===== config.mk =====
export PLATFORM = sky130hd
export DESIGN_NAME = relocation_patch_unit
export DESIGN_NICKNAME = d
export VERILOG_FILES = /design/src/hdl/rpu_pkg.sv /design/src/hdl/relocation_patch_unit.sv /design/src/hdl/rpu_front.sv /design/src/hdl/rpu_queue.sv /design/src/hdl/rpu_back.sv
export VERILOG_INCLUDE_DIRS = /design/src /design/src/hdl
export SDC_FILE = /design/constraint.sdc
export NUM_CORES = 1
export LEC_CHECK = 0
export ABC_AREA = 0
export BUFFER_PORTS_ARGS = -buffer_cell sky130_fd_sc_hd__clkbuf_2
export CORE_ASPECT_RATIO = 2
export CORE_MARGIN = 5
export CORE_UTILIZATION = 59
export CTS_CLUSTER_DIAMETER = 30
export DETAILED_ROUTE_END_ITERATION = 8
export HOLD_SLACK_MARGIN = 0.05
export PLACE_DENSITY = 0.81
export SYNTH_ARGS = -nofsm -noshare
export SYNTH_HDL_FRONTEND = slang
export SYNTH_SLANG_ARGS = --single-unit

===== constraint.sdc =====
create_clock -name clk -period 13.7 [get_ports clk]
set_clock_uncertainty 0.1 [all_clocks]
set_input_delay 2.74 -clock clk [delete_from_list [all_inputs] [get_ports clk]]
set_output_delay 2.74 -clock clk [all_outputs]
set_load 0.01 [all_outputs]

===== src/hdl/relocation_patch_unit_defines.svh =====
// Shared assertion macros. Every user has clk and rst in scope.
`ifndef RELOCATION_PATCH_UNIT_DEFINES_SVH
`define RELOCATION_PATCH_UNIT_DEFINES_SVH

// Same-cycle implication.
`define RPU_ASSERT_IMPL(lbl, ante, cons) \
  lbl: assert property (@(posedge clk) disable iff (rst) (ante) |-> (cons)) \
    else $error("relocation patch unit: same-cycle check failed");

// Next-cycle implication.
`define RPU_ASSERT_NEXT(lbl, ante, cons) \
  lbl: assert property (@(posedge clk) disable iff (rst) (ante) |=> (cons)) \
    else $error("relocation patch unit: next-cycle check failed");

`endif


===== src/hdl/rpu_pkg.sv =====
package rpu_pkg;

  localparam int WordW = 64;

  // relocation kinds as they arrive on req_type
  localparam logic [4:0] K_ABS8   = 5'd1;
  localparam logic [4:0] K_ABS16  = 5'd2;
  localparam logic [4:0] K_ABS32  = 5'd3;
  localparam logic [4:0] K_ABS64  = 5'd4;
  localparam logic [4:0] K_REL8   = 5'd5;
  localparam logic [4:0] K_REL16  = 5'd6;
  localparam logic [4:0] K_REL32  = 5'd7;
  localparam logic [4:0] K_REL64  = 5'd8;
  localparam logic [4:0] K_PLT32  = 5'd9;
  localparam logic [4:0] K_B26    = 5'd11;
  localparam logic [4:0] K_MOVW   = 5'd12;
  localparam logic [4:0] K_MOVT   = 5'd13;
  localparam logic [4:0] K_CALL26 = 5'd14;
  localparam logic [4:0] K_JUMP26 = 5'd15;
  localparam logic [4:0] K_ADR    = 5'd16;
  localparam logic [4:0] K_ADRP   = 5'd17;
  localparam logic [4:0] K_LO12   = 5'd18;
  localparam logic [4:0] K_A64ABS = 5'd19;

  typedef enum logic [2:0] {
    ST_OK          = 3'd0,
    ST_BAD_SYM     = 3'd1,
    ST_UNRESOLVED  = 3'd2,
    ST_BAD_SECT    = 3'd3,
    ST_OUT_OF_SECT = 3'd4
  } status_t;

  // patch operation after classification
  typedef enum logic [3:0] {
    OP_UNH,
    OP_ABS8,
    OP_ABS16,
    OP_ABS32,
    OP_ABS64,
    OP_REL8,
    OP_REL16,
    OP_REL32,
    OP_REL64,
    OP_B26,
    OP_MOVW,
    OP_MOVT,
    OP_BR26,
    OP_ADR,
    OP_ADRP,
    OP_LO12
  } op_t;

  typedef struct packed {
    op_t              op;
    status_t          status;
    logic [WordW-1:0] sa;
    logic [WordW-1:0] pc;
    logic [WordW-1:0] old_word;
  } entry_t;

endpackage


===== src/hdl/relocation_patch_unit.sv =====
// Relocation patch unit: applies one ELF-style relocation per item and returns the patched
// little-endian word, the byte count to write back, a status and warning flags. An item can
// be accepted every cycle unless in_stall is high and results leave at one per cycle unless
// out_stall holds them. Classification and the S+A and offset checks are written into the
// queue at the accepting edge, the patch merge into the output register when out_stall lets
// the queue head go. The queue holds QUEUE_DEPTH classified items, so with the output register
// the unit absorbs QUEUE_DEPTH + 1 items while the consumer stalls before in_stall rises.
module relocation_patch_unit import rpu_pkg::*; #(
  parameter int QUEUE_DEPTH = 2
) (
  input  logic             clk,
  input  logic             rst,
  input  logic             in_valid,
  output logic             in_stall,
  input  logic [4:0]       req_type,
  input  logic [WordW-1:0] sym_value,
  input  logic [WordW-1:0] addend,
  input  logic [WordW-1:0] patch_addr,
  input  logic [WordW-1:0] sect_base,
  input  logic [WordW-1:0] sect_size,
  input  logic             sym_in_range,
  input  logic             sym_defined,
  input  logic             sect_in_range,
  input  logic [WordW-1:0] old_word,
  output logic             out_valid,
  input  logic             out_stall,
  output logic [WordW-1:0] new_word,
  output logic [3:0]       write_bytes,
  output logic [2:0]       status,
  output logic             overflow_warn,
  output logic             unhandled_kind
);

  entry_t front_entry;
  entry_t head_entry;
  logic   head_valid;
  logic   head_ready;

  rpu_front u_front (
    .req_type      (req_type),
    .sym_value     (sym_value),
    .addend        (addend),
    .patch_addr    (patch_addr),
    .sect_base     (sect_base),
    .sect_size     (sect_size),
    .sym_in_range  (sym_in_range),
    .sym_defined   (sym_defined),
    .sect_in_range (sect_in_range),
    .old_word      (old_word),
    .entry         (front_entry)
  );

  rpu_queue #(
    .DEPTH (QUEUE_DEPTH)
  ) u_queue (
    .clk        (clk),
    .rst        (rst),
    .push_valid (in_valid),
    .push_stall (in_stall),
    .push_data  (front_entry),
    .pop_valid  (head_valid),
    .pop_ready  (head_ready),
    .pop_data   (head_entry)
  );

  rpu_back u_back (
    .clk            (clk),
    .rst            (rst),
    .q_valid        (head_valid),
    .q_ready        (head_ready),
    .q_data         (head_entry),
    .out_valid      (out_valid),
    .out_stall      (out_stall),
    .new_word       (new_word),
    .write_bytes    (write_bytes),
    .status         (status),
    .overflow_warn  (overflow_warn),
    .unhandled_kind (unhandled_kind)
  );

endmodule


===== src/hdl/rpu_front.sv =====
module rpu_front import rpu_pkg::*; (
  input  logic [4:0]       req_type,
  input  logic [WordW-1:0] sym_value,
  input  logic [WordW-1:0] addend,
  input  logic [WordW-1:0] patch_addr,
  input  logic [WordW-1:0] sect_base,
  input  logic [WordW-1:0] sect_size,
  input  logic             sym_in_range,
  input  logic             sym_defined,
  input  logic             sect_in_range,
  input  logic [WordW-1:0] old_word,
  output entry_t           entry
);

  logic [WordW-1:0] offset;
  status_t          status;
  op_t              op;

  assign offset = patch_addr - sect_base;

  // first failing check wins
  always_comb begin
    if (!sym_in_range) begin
      status = ST_BAD_SYM;
    end else if (!sym_defined) begin
      status = ST_UNRESOLVED;
    end else if (!sect_in_range) begin
      status = ST_BAD_SECT;
    end else if (!(offset < sect_size)) begin
      status = ST_OUT_OF_SECT;
    end else begin
      status = ST_OK;
    end
  end

  always_comb begin
    unique case (req_type) inside
      K_ABS8:            op = OP_ABS8;
      K_ABS16:           op = OP_ABS16;
      K_ABS32:           op = OP_ABS32;
      K_ABS64, K_A64ABS: op = OP_ABS64;
      K_REL8:            op = OP_REL8;
      K_REL16:           op = OP_REL16;
      K_REL32, K_PLT32:  op = OP_REL32;
      K_REL64:           op = OP_REL64;
      K_B26:             op = OP_B26;
      K_MOVW:            op = OP_MOVW;
      K_MOVT:            op = OP_MOVT;
      K_CALL26, K_JUMP26: op = OP_BR26;
      K_ADR:             op = OP_ADR;
      K_ADRP:            op = OP_ADRP;
      K_LO12:            op = OP_LO12;
      default:           op = OP_UNH;
    endcase
  end

  assign entry.op       = op;
  assign entry.status   = status;
  assign entry.sa       = sym_value + addend;
  assign entry.pc       = patch_addr;
  assign entry.old_word = old_word;

endmodule


===== src/hdl/rpu_queue.sv =====
`include "relocation_patch_unit_defines.svh"

module rpu_queue import rpu_pkg::*; #(
  parameter int DEPTH = 2
) (
  input  logic   clk,
  input  logic   rst,
  input  logic   push_valid,
  output logic   push_stall,
  input  entry_t push_data,
  output logic   pop_valid,
  input  logic   pop_ready,
  output entry_t pop_data
);

  localparam int PtrW = (DEPTH > 1) ? $clog2(DEPTH) : 1;
  localparam int CntW = $clog2(DEPTH + 1);
  localparam logic [PtrW-1:0] LastPtr = PtrW'(DEPTH - 1);

  entry_t          mem [DEPTH];
  logic [PtrW-1:0] wr_ptr;
  logic [PtrW-1:0] rd_ptr;
  logic [CntW-1:0] count;
  logic            push;
  logic            pop;

  assign push_stall = (count == CntW'(DEPTH));
  assign pop_valid  = (count != '0);
  assign push       = push_valid && !push_stall;
  assign pop        = pop_valid && pop_ready;
  assign pop_data   = mem[rd_ptr];

  always_ff @(posedge clk) begin
    if (rst) begin
      wr_ptr <= '0;
      rd_ptr <= '0;
      count  <= '0;
    end else begin
      if (push) begin
        wr_ptr <= (wr_ptr == LastPtr) ? '0 : wr_ptr + PtrW'(1);
      end
      if (pop) begin
        rd_ptr <= (rd_ptr == LastPtr) ? '0 : rd_ptr + PtrW'(1);
      end
      if (push && !pop) begin
        count <= count + CntW'(1);
      end else if (pop && !push) begin
        count <= count - CntW'(1);
      end
    end
    if (push) begin
      mem[wr_ptr] <= push_data;
    end
  end

  `RPU_ASSERT_IMPL(a_count_bound, 1'b1, count <= CntW'(DEPTH))
  `RPU_ASSERT_NEXT(a_count_up, push && !pop, count == $past(count) + CntW'(1))
  `RPU_ASSERT_NEXT(a_count_down, pop && !push, count == $past(count) - CntW'(1))

endmodule


===== src/hdl/rpu_back.sv =====
`include "relocation_patch_unit_defines.svh"

module rpu_back import rpu_pkg::*; (
  input  logic             clk,
  input  logic             rst,
  input  logic             q_valid,
  output logic             q_ready,
  input  entry_t           q_data,
  output logic             out_valid,
  input  logic             out_stall,
  output logic [WordW-1:0] new_word,
  output logic [3:0]       write_bytes,
  output logic [2:0]       status,
  output logic             overflow_warn,
  output logic             unhandled_kind
);

  logic [WordW-1:0] old;
  logic [31:0]      ins;
  logic [WordW-1:0] sa;
  logic [WordW-1:0] rel;
  logic [25:0]      br_q;
  logic [20:0]      pg;
  logic [WordW-1:0] nw;
  logic [3:0]       nb;
  logic             warn;
  logic             unh;

  assign old = q_data.old_word;
  assign ins = q_data.old_word[31:0];
  assign sa  = q_data.sa;
  assign rel = q_data.sa - q_data.pc;
  // quotient by four, toward zero: floor plus one for a negative value with a remainder
  assign br_q = rel[27:2] + {25'd0, rel[WordW-1] & (|rel[1:0])};
  // page delta bits 32:12
  assign pg = q_data.sa[32:12] - q_data.pc[32:12];

  always_comb begin
    nw   = '0;
    nb   = '0;
    warn = 1'b0;
    unh  = 1'b0;
    if (q_data.status == ST_OK) begin
      unique case (q_data.op)
        OP_ABS8: begin
          nb = 4'd1;
          nw = {old[63:8], sa[7:0]};
        end
        OP_ABS16: begin
          nb = 4'd2;
          nw = {old[63:16], sa[15:0]};
        end
        OP_ABS32: begin
          nb = 4'd4;
          nw = {old[63:32], sa[31:0]};
        end
        OP_ABS64: begin
          nb = 4'd8;
          nw = sa;
        end
        OP_REL8: begin
          nb   = 4'd1;
          nw   = {old[63:8], rel[7:0]};
          warn = !((&rel[63:7]) || (~|rel[63:7]));
        end
        OP_REL16: begin
          nb = 4'd2;
          nw = {old[63:16], rel[15:0]};
        end
        OP_REL32: begin
          nb = 4'd4;
          nw = {old[63:32], rel[31:0]};
        end
        OP_REL64: begin
          nb = 4'd8;
          nw = rel;
        end
        OP_B26: begin
          nb = 4'd4;
          nw = {old[63:32], ins[31:24], br_q[23:0]};
        end
        OP_MOVW: begin
          nb = 4'd4;
          nw = {old[63:32], ins[31:20], sa[15:12], ins[15:12], sa[11:0]};
        end
        OP_MOVT: begin
          nb = 4'd4;
          nw = {old[63:32], ins[31:20], sa[31:28], ins[15:12], sa[27:16]};
        end
        OP_BR26: begin
          nb = 4'd4;
          nw = {old[63:32], ins[31:26], br_q};
        end
        OP_ADR: begin
          nb = 4'd4;
          nw = {old[63:32], ins[31], rel[1:0], ins[28:24], rel[20:2], ins[4:0]};
        end
        OP_ADRP: begin
          nb = 4'd4;
          nw = {old[63:32], ins[31], pg[1:0], ins[28:24], pg[20:2], ins[4:0]};
        end
        OP_LO12: begin
          nb = 4'd4;
          nw = {old[63:32], ins[31:22], sa[11:0], ins[9:0]};
        end
        default: begin
          unh = 1'b1;
        end
      endcase
    end
  end

  assign q_ready = !out_valid || !out_stall;

  always_ff @(posedge clk) begin
    if (rst) begin
      out_valid <= 1'b0;
    end else if (q_ready) begin
      out_valid <= q_valid;
    end
    if (q_ready && q_valid) begin
      new_word       <= nw;
      write_bytes    <= nb;
      status         <= q_data.status;
      overflow_warn  <= warn;
      unhandled_kind <= unh;
    end
  end

  `RPU_ASSERT_IMPL(a_err_no_write, out_valid && (status != ST_OK), write_bytes == 4'd0)
  `RPU_ASSERT_IMPL(a_unh_no_write, out_valid && unhandled_kind, write_bytes == 4'd0)

endmodule

== Word level (Yosys, flattened, before mapping) ==
Memories as Yosys holds them, arrays and structs flattened. A register that Yosys moved wholly into a read port is not among the register bits.
Cells that the tools add are included.

* Reduce and logical (&&, ||, !) cells: 28
* Add/subtract/negate cells: 9
* Bitwise logic cells: 1
* Equality and inequality tests: 34
* $lt $le $gt $ge: 1
* Muxes and demuxes: 16

{| class="wikitable"
|+ Operator list
! cell !! number
|-
| 64-bit one-hot mux with 15 select lines || 1
|-
| 64-bit subtractor || 2
|-
| 64-bit adder || 1
|-
| 64-bit less-than comparator || 1
|-
| 4-bit one-hot mux with 15 select lines || 1
|-
| 57-bit AND reduction || 1
|-
| 57-bit OR reduction || 1
|-
| 5-bit by 4-bit == test with 1-bit output (second input constant) || 7
|-
| 4-bit == test (second input constant) || 8
|-
| 26-bit by 1-bit adder with 26-bit output || 1
|-
| 21-bit subtractor || 1
|-
| 5-bit by 3-bit == test with 1-bit output (second input constant) || 4
|-
| 5-bit == test (second input constant) || 4
|-
| 4-bit by 3-bit == test with 1-bit output (second input constant) || 4
|-
| 4-bit one-hot mux with 4 select lines || 1
|-
| 15-bit OR reduction || 1
|-
| 2-bit OR reduction || 7
|-
| 3-bit two-way mux || 4
|-
| 5-bit by 2-bit == test with 1-bit output (second input constant) || 2
|-
| 9-bit OR reduction || 1
|-
| 4-bit by 2-bit == test with 1-bit output (second input constant) || 2
|-
| 1-bit logical NOT || 7
|-
| 1-bit two-way mux || 7
|-
| 5-bit by 1-bit == test with 1-bit output (second input constant) || 1
|-
| 12 further kinds || 19
|}

* RAM bits: 398
* Output and inout bits: 75
* Input port bits: 396
* Register bits after elaboration: 78
* Logic and storage cells: 99
* Memories: 1

{| class="wikitable"
|+ Memory list
! name !! depth !! width !! read ports !! clocked after memory_dff !! write ports !! line !! source
|-
| u_queue.mem || 2 || 199 || 1 || 1 || 1 || rpu_queue.sv:20 || <nowiki>entry_t mem [DEPTH];</nowiki>
|}

== Depth between registers and ports, before layout ==
Gate-level depths: netlist of run 1.

* Depth after elaboration: 7
* Gate-level depth with buffers: 31
* Gate-level depth less buffers: 29

== Modules after synthesis ==
Synthesis of run 1 repeated with hierarchy kept, for this count alone.

* Cells, all modules: 3499
* Area total of the unflattened synthesis: 35424.0 um^2

{| class="wikitable"
|+ By module, submodules not included
! module !! area an instance (um^2) !! sequential area each (um^2) !! instances !! cells each
|-
| rpu_queue || 14983.1 || 12051.6 || 1 || 644
|-
| rpu_front || 10349.9 || 0.0 || 1 || 1508
|-
| rpu_back || 10090.9 || 2212.1 || 1 || 1347
|}

== Worst setup path after synthesis of run 1 ==
Ideal clock, no wire load.

* Path type: input-to-reg
* Start point: input in_valid
* End point: memory u_queue.mem[0][0] (netlist bit), enable pin
* Library setup time: 761 ps
* Stages: 2
* Path slack: 1762 ps
* Arrival time: 11077 ps
* Cell sequence: nand2_1 nor2_1

* Word-level cells in the longest chain between the ends: 3

{| class="wikitable"
|+ Ends and longest elaborated chain
! element !! line !! source
|-
| from (decl) || relocation_patch_unit.sv:13 || <nowiki>input logic in_valid,</nowiki>
|-
| 1-bit logical AND || rpu_queue.sv:29 || <nowiki>assign push = push_valid && !push_stall;</nowiki>
|-
| 1-bit two-way mux || rpu_queue.sv:51 || <nowiki>if (push) begin</nowiki>
|-
| 1-bit two-way mux (not written as such) || rpu_queue.sv:52 || <nowiki>mem[wr_ptr] <= push_data;</nowiki>
|-
| to (decl) || rpu_queue.sv:20 ||
|}

Every way passes these cells.

==> reports/results.ini, run 1 <==
[synthesis]
avgSynthCellArea_um2=10.2
yosysSeqAreaShare_pct=42.5
yosysTopAreaCell=edfxtp_1
netlist_top_cells_area=edfxtp_1 (42%), ha_1 (9.5%), a21oi_1 (4.0%), mux2i_1 (3.6%), a21o_1 (3.6%)
synth_edf_count=471
async_flop_share_pct=0
synth_seq_cells=477
ys_types=99
yosysWarnings=0
synth_flop_cell=edfxtp_1
syn_inst=3295
netlist_area_um2=33600
synth.top_cell.area_share_pct=42.1
syn_nets=3951

[sta]
max_slew_margin_pct=17.3
hold_violations=0
tightest_slew_ns=1.23
max_freq_ghz=0.115
grt_setup_unrepaired=no
setup_viol=0
finalSetupTns_ns=0
slew_violations=0
period_share_pct=63.5
min_period_ns=8.70

[worst_setup_path]
crit_arrival_ns=8.92
setup.worst_path.start_class=input pin
cp.required_ns=13.92
crit_fanout=3
crit_top_cell=a21o_1
slowest_delay_ns=0.86
cp-end-kind=register
cp_slowest_cell=a2111oi_0
rr_worst_depth=22
worstSetupPathType=input pin to register

[route]
ant_nets=0
vias=28920
wire_per_inst_um=25.9
dr.pass1.iters=5
drt_iter0_drc=2397
drcViolationCount=0
totalWireLength_mm=117
vias_per_cell=6.40

[floorplan]
start_util_pct=59.6
io_pins=471
die-width_um=179
die_h_um=347
dieArea_um2=62100
core-area_um2=56300
rows=123

[clock_tree]
cts_made_buffers=52
cts.repair.resized=0
cts_tree=done
cts_max_path_buffers=3
cts_root_buffer=clkbuf_16
clock-sinks=477
postCtsSetupBuffers=0
clk_latency_ns=0.60
htreeDepth=2
clk_pin_slew_worst_paths_ns=0.06
hold_buffers=0

[power]
peakVddDrop_mv=0.136
power_mw=8.74
p_leak_nw=15.8
power_density_nw_per_um2=228

[layout]
area_delta_synth_final_pct=14.1
nets=4368
final_cells=4517
drive_gt1_share_pct=19.6
nFillCells=4521
final_cell_mix=edfxtp_1 (471), clkbuf_2 (470), a21oi_1 (266)
final_common_cell=edfxtp_1
design_area_um2=38300

[min_path]
hold_depth=2
hp-class=register to register

[job]
drv_cap=0

[grt]
antenna_found_initial=13
grt.overflow.total=0
grt_use_total_pct=36.5
grt_pass1_vias=29284
grt_max_degree=72
grt_pass1_wl_mm=169

[place]
dpl.cell_count=4408
portBuffers=470
hpwl_mm=95.0
gp_congestion=1.05
place_area_um2=36600

[outcome]
status=finished, final reports clean

## critical path, delay by kind of cell
family	cells	cell delay (ns)
simple gates	2	0.18
buf+inv	3	0.23
compound gates	21	4.90
fa+ha+maj	3	0.76
xor+xnor	1	0.11
## synthesized netlist by cell type (all sizes together), types with 13 or more instances
cell type and instances:
nand4 68, mux2i 120, o22ai 13, nor3 62
o21ai 171, xnor2 128, mux2 92, a21oi 270
and2 17, nand3 60, a22oi 14, clkbuf 91
nor2b 26, buf 38, or2 16, and3 36
or3 26, nor2 223, inv 179, o211ai 22
nand2 221, ha 256, a221oi 48, xor2 65
nor4 18, o21a 47, a211o 13, a2111oi 13
a211oi 33, nand2b 42, o21bai 24, a31oi 45
and4 17, edfxtp 471, a21o 159
## layer usage
| metal | routed length (um) | global-route usage [%] | up-vias | share of wire (%) |
|---|---|---|---|---|
| met1 | 35100 | 33.6 | 13607 | 30 |
| met5 | 0 | 0 | - | 0 |
| met4 | 15700 | 38.4 | 0 | 13 |
| met3 | 6650 | 4.19 | 540 | 5.7 |
| li1 | - | - | 13367 | - |
| met2 | 59800 | 65.3 | 1406 | 51 |
## area by class of cell
| type | count | area, um^2 | share of cell area [%] |
|---|---|---|---|
| flip-flops and latches | 477 | 14300 | 37.2 |
| clock inverters | 39 | 424 | 1.11 |
| inverters | 179 | 673 | 1.76 |
| multi-input cells | 2510 | 18200 | 47.4 |
| repair buffers | 492 | 2520 | 6.57 |
| diodes | 13 | 32.5 | 0.0849 |
| well taps | 750 | 938 | 2.45 |
| clock buffers | 57 | 1320 | 3.44 |
## stage by stage
step | util (%) | setup WS, ns | hold WS (ns)
floorplan | - | 1.76 | 0.375
global placement | 64.9 | 4.66 | 0.366
detailed placement | 64.9 | 4.49 | 0.376
CTS | 68.0 | 5.09 | 0.388
global route | 68.0 | 4.53 | 0.449
finish | 68.0 | 5.00 | 0.388
## report_power, final
| part | internal, mW | leakage [nW] | total, mW | switching, mW |
|---|---|---|---|---|
| logic | 1.71 | 10.5 | 5.21 | 3.50 |
| clock network | 0.778 | 0.830 | 1.39 | 0.616 |
| registers | 2.01 | 4.49 | 2.13 | 0.122 |
| total | 4.50 | 15.8 | 8.74 | 4.24 |
## flip-flops by register name (all words and copies together) (netlist names), named ones only
register	count
u_queue.rd_ptr	1
u_queue.mem	398
u_queue.wr_ptr	1
u_back.status	3
u_back.out_valid	1
u_back.overflow_warn	1
u_back.unhandled_kind	1
u_back.write_bytes	4
u_queue.count	2
u_back.new_word	64
## kinds of logic after synthesis
family          count (synthesis)  synth area share (%)
mux                           212                  6.66
fa+ha+maj                     260                  9.77
buf+inv                       308                  3.62
simple gates                  871                  13.0
flops                         477                  42.5
compound gates                974                  19.4
xor+xnor                      193                  5.08
## path summary, 6_finish.rpt
| path | startpoint | to | slack, ns |
|---|---|---|---|
| max | patch_addr[0] | u_queue.mem[1][194] | 5.00 |
| min | u_back.out_valid | u_back.out_valid | 0.39 |
| max reg2reg | register | u_back.new_word[25] | 5.63 |
| min reg2reg | u_back.out_valid | u_back.out_valid | 0.39 |
(Power assumes the default switching activity.)
==> run 2: changes to the inputs <==
--- a/config.mk
+++ b/config.mk
@@ -6,11 +6,11 @@
 export SDC_FILE = /design/constraint.sdc
 export NUM_CORES = 1
 export LEC_CHECK = 0
-export ABC_AREA = 0
+export ABC_AREA = 1
 export BUFFER_PORTS_ARGS = -buffer_cell sky130_fd_sc_hd__clkbuf_2
 export CORE_ASPECT_RATIO = 2
 export CORE_MARGIN = 5
-export CORE_UTILIZATION = 59
+export CORE_UTILIZATION = 60
 export CTS_CLUSTER_DIAMETER = 30
 export DETAILED_ROUTE_END_ITERATION = 8
 export HOLD_SLACK_MARGIN = 0.05
==> constraint.sdc (replaced) <==
create_clock -name clk -period 9.12 [get_ports clk]
set_clock_uncertainty 0.1 [all_clocks]
set_input_delay 1.824 -clock clk [delete_from_list [all_inputs] [get_ports clk]]
set_output_delay 1.824 -clock clk [all_outputs]
set_load 0.01 [all_outputs]
==> run 2 against run 1 <==
  * The flow now stops in global routing
  * Synthesized cell count rose by 46%
  * Synthesized area rose by 8.8%
==> reports/results.ini, run 2 <==
[synthesis]
yosysWarnings=0  ; unchanged
synth_edf_count=471  ; unchanged
netlist_top_cells_area=edfxtp_1 (39%), nand2_1 (14%), ha_1 (8.8%), inv_1 (8.0%), nor2_1 (4.7%)  ; was edfxtp_1 (42%), ha_1 (9.5%), a21oi_1 (4.0%), mux2i_1 (3.6%), a21o_1 (3.6%)
synth_flop_cell=edfxtp_1  ; unchanged
ys_types=57  ; was 99
syn_inst=4809  ; was 3295
syn_nets=5465  ; was 3951
yosysSeqAreaShare_pct=39.0  ; was 42.5%
netlist_area_um2=36600  ; was 33600 um^2
netlist_top_cells_count=nand2_1 (1387), inv_1 (779), edfxtp_1 (471)  ; was edfxtp_1 (471), a21oi_1 (266), ha_1 (256)
yosysTopAreaCell=edfxtp_1  ; unchanged
synth_most_common_cell=nand2_1  ; was edfxtp_1
async_flop_share_pct=0  ; unchanged
avgSynthCellArea_um2=7.60  ; was 10.2 um^2
synth.top_cell.area_share_pct=38.7  ; was 42.1%
synth_seq_cells=477  ; unchanged

[clock_tree]
hold_buffers=0  ; unchanged
cts_max_path_buffers=3  ; unchanged
cts.repair.resized=0  ; unchanged
cts_made_buffers=50  ; was 52
cts_root_buffer=clkbuf_16  ; unchanged
postCtsSetupBuffers=0  ; unchanged
clock-sinks=477  ; unchanged
htreeDepth=2  ; unchanged

[outcome]
first-error=[ERROR GRT-0116] Global routing finished with congestion. Check the congestion regions in the DRC Viewer.
status=did not finish  ; was finished, final reports clean
failing_step=global routing

[place]
hpwl_mm=131  ; was 95.0 mm
place_area_um2=39800  ; was 36600 um^2
gp_congestion=1.22  ; was 1.05
pre_cts_ws_ns=2.04  ; was 4.49 ns
portBuffers=470  ; unchanged

[grt]
grt_use_total_pct=54.0
grt_pass1_wl_mm=261
grt_pass1_vias=40369
grt_max_degree=172
grt.overflow.total=27

[floorplan]
die_h_um=359  ; was 347 um
die-width_um=185  ; was 179 um
start_util_pct=60.2  ; was 59.6%
rows=128  ; was 123
io_pins=471  ; unchanged

==> run 2: layer usage <==
layer,GRT overflow,track usage (%)
met5,0,3.32
met3,0,27.4
met1,0,49.7
met2,11,80.9
met4,16,56.9
==> run 2: cell families after synthesis <==
kind of cell / count (synthesis) / share of synthesized area, %
xor gates and xnor gates: 162 / 4.09
adders and majority gates: 260 / 8.98
muxes: 90 / 2.46
AOI/OAI and AO/OA: 769 / 12.2
DFF: 477 / 39.0
and+or+nand+nor: 2190 / 24.3
buffers and inverters: 861 / 8.94
==> run 2: per-stage QoR <==
stage          utilization, %  instances
3_3_place_gp             65.6       6017
2_1_floorplan               -       4809
3_5_place_dp             65.6       6017
4_1_cts                  68.5       6110
==> run 3: changes to the inputs <==
--- a/config.mk
+++ b/config.mk
@@ -8,13 +8,10 @@
 export LEC_CHECK = 0
 export ABC_AREA = 1
 export BUFFER_PORTS_ARGS = -buffer_cell sky130_fd_sc_hd__clkbuf_2
-export CORE_ASPECT_RATIO = 2
 export CORE_MARGIN = 5
-export CORE_UTILIZATION = 60
-export CTS_CLUSTER_DIAMETER = 30
+export CORE_UTILIZATION = 40
 export DETAILED_ROUTE_END_ITERATION = 8
-export HOLD_SLACK_MARGIN = 0.05
-export PLACE_DENSITY = 0.81
+export PLACE_DENSITY_LB_ADDON = 0.15
 export SYNTH_ARGS = -nofsm -noshare
 export SYNTH_HDL_FRONTEND = slang
 export SYNTH_SLANG_ARGS = --single-unit
==> run 3 against run 2 <==
  * The flow now finishes without violations
  * Synthesized cell count did not move
  * Synthesized area stayed put
==> reports/results.ini, run 3 <==
[outcome]
status=finished, final reports clean  ; was did not finish

[synthesis]
synth_flop_cell=edfxtp_1  ; unchanged
synth.top_cell.area_share_pct=38.7  ; unchanged
yosysSeqAreaShare_pct=39.0  ; unchanged
yosysTopAreaCell=edfxtp_1  ; unchanged
netlist_top_cells_count=nand2_1 (1387), inv_1 (779), edfxtp_1 (471)  ; unchanged
netlist_area_um2=36600  ; unchanged
avgSynthCellArea_um2=7.60  ; unchanged
syn_nets=5465  ; unchanged
netlist_top_cells_area=edfxtp_1 (39%), nand2_1 (14%), ha_1 (8.8%), inv_1 (8.0%), nor2_1 (4.7%)  ; unchanged
syn_inst=4809  ; unchanged
yosysWarnings=0  ; unchanged
ys_types=57  ; unchanged
synth_edf_count=471  ; unchanged
async_flop_share_pct=0  ; unchanged
synth_most_common_cell=nand2_1  ; unchanged
synth_seq_cells=477  ; unchanged

[layout]
area.sequential_um2=14300
drive_gt1_share_pct=12.5
multi_input_comb_area_um2=19000
final_common_cell=nand2_1
final_cells=6512
regMostFlops=u_queue.mem
final_cell_mix=nand2_1 (1387), inv_1 (778), edfxtp_1 (471)
fin_util_pct=46.4
nFillCells=9198
area_delta_synth_final_pct=14.9
nets=5945
largest_reg_flops=398
top_regs=u_queue.mem: 398 flops, u_back.new_word: 64 flops, u_back.write_bytes: 4 flops

[sta]
worst_hold_slack_ns=0.379
setup_viol=0
tightest_slew_ns=1.29
min_period_ns=6.72
max_slew_margin_pct=13.7
finalSetupTns_ns=0
slew_violations=0
period_share_pct=73.7
grt_setup_unrepaired=no
hold_violations=0
max_freq_ghz=0.149

[clock_tree]
clock-sinks=477  ; unchanged
cts_tree=done
cts.repair.resized=0  ; unchanged
hold_buffers=0  ; unchanged
cts_made_buffers=54  ; was 50
clk_pin_slew_worst_paths_ns=0.06
htreeDepth=2  ; unchanged
cts_root_buffer=clkbuf_16  ; unchanged
cts_max_path_buffers=3  ; unchanged
postCtsSetupBuffers=0  ; unchanged
clk_latency_ns=0.63

[worst_setup_path]
cp_slowest_cell=dfxtp_4
crit_fanout=63
cp-end-kind=register
setup.worst_path.start_class=register
rr_worst_depth=32
crit_arrival_ns=6.96
worstSetupPathType=register to register
slowest_delay_ns=0.58
cp.required_ns=9.36
rr_endpoint=u_back.new_word[18]
cp.buffers_inverters=5
r2r_slack_ns=2.40
cp.depth=32
crit_top_cell=nand2_1
path_delay_family=simple AND/OR/NAND/NOR gates

[min_path]
hold_depth=2
min-delay-start=u_back.out_valid
hp-class=register to register
whs_endpoint=u_back.out_valid

[floorplan]
rows=110  ; was 128
dieArea_um2=97500
io_pins=471  ; unchanged
core-area_um2=90400
die-width_um=312  ; was 185 um
start_util_pct=40.4  ; was 60.2%
die_h_um=312  ; was 359 um

[grt]
grt.overflow.total=0
grt_pass1_wl_mm=207
grt_max_degree=140
antenna_found_initial=8
grt_pass1_vias=33187
grt_use_total_pct=28.2

[place]
dpl.cell_count=6409  ; was 6017
hpwl_mm=121  ; was 131 mm
gp_congestion=0.981  ; was 1.22
portBuffers=470  ; unchanged

[route]
drcViolationCount=0
vias_per_cell=5.28
dr.pass1.iters=6
drt_iter0_drc=2959
wire_per_inst_um=22.0
vias=34378
totalWireLength_mm=143
ant_nets=0

[power]
p_leak_nw=19.7
peakVddDrop_mv=0.167
power_density_nw_per_um2=337

[job]
drv_cap=0

run 3: cell counts after synthesis:
No cell type changed its count.
run 3: report_power, final:
group          switching, mW  internal, mW  total, mW
Combinational           6.43          2.45       8.89
Clock                  0.886          1.19       2.08
Sequential             0.164          3.01       3.18
run 3: worst max-delay path by stage:
stage,from,endpoint,slack [ns]
final,register,u_back.new_word[18],2.40
after global routing,register,u_back.new_word[20],1.79
after CTS,register,u_back.new_word[18],2.53
after detailed placement,patch_addr[2],u_queue.mem[0][194],2.43
after global placement,patch_addr[2],u_queue.mem[0][194],2.39
after floorplan,in_valid,u_queue.mem[1][0],1.36
run 3: layout make-up:
type                    instances  share of cell area [%]
diodes                          7                  0.0417
clock buffers                  69                    3.40
multi-input cells            3471                    45.4
repair buffers                488                    5.98
inverters                     797                    7.13
flip-flops and latches        477                    34.0
well taps                    1176                    3.51
clock inverters                27                   0.593
run 3: cells by family after synthesis:
family                   Yosys count  synth area share (%)
AO/OA/AOI/OAI                    769                  12.2
multiplexers                      90                  2.46
adder cells (fa/ha/maj)          260                  8.98
flip-flops                       477                  39.0
XOR/XNOR                         162                  4.09
AND/OR/NAND/NOR                 2190                  24.3
buffers and inverters            861                  8.94
run 3: metrics by stage:
| step | worst slack [ns] | total power [mW] | instance area, um^2 |
|---|---|---|---|
| after floorplan | 1.36 | 8.84 | 36600 |
| after global placement | 2.39 | 11.9 | 40300 |
| after detailed placement | 2.43 | 11.8 | 40300 |
| after CTS | 2.53 | 14.0 | 42000 |
| after global routing | 1.79 | 15.1 | 42000 |
| final | 2.40 | 14.1 | 42000 |
run 3: per-layer routing:
| metal | vias up | wire [um] | GRT usage (%) | part of all wire, % |
|---|---|---|---|---|
| met1 | 16034 | 62800 | 38.1 | 44 |
| li1 | 16831 | - | - | - |
| met4 | 0 | 5100 | 8.84 | 3.6 |
| met3 | 209 | 11200 | 5.74 | 7.8 |
| met5 | - | 0 | 0 | 0 |
| met2 | 1304 | 64300 | 45.6 | 45 |
run 3: tightest hold or removal path, cell delays in order, from the launching register on:
cell and delay (ns):
dfxtp_1 0.30, nand2_1 0.07, a21oi_1 0.06
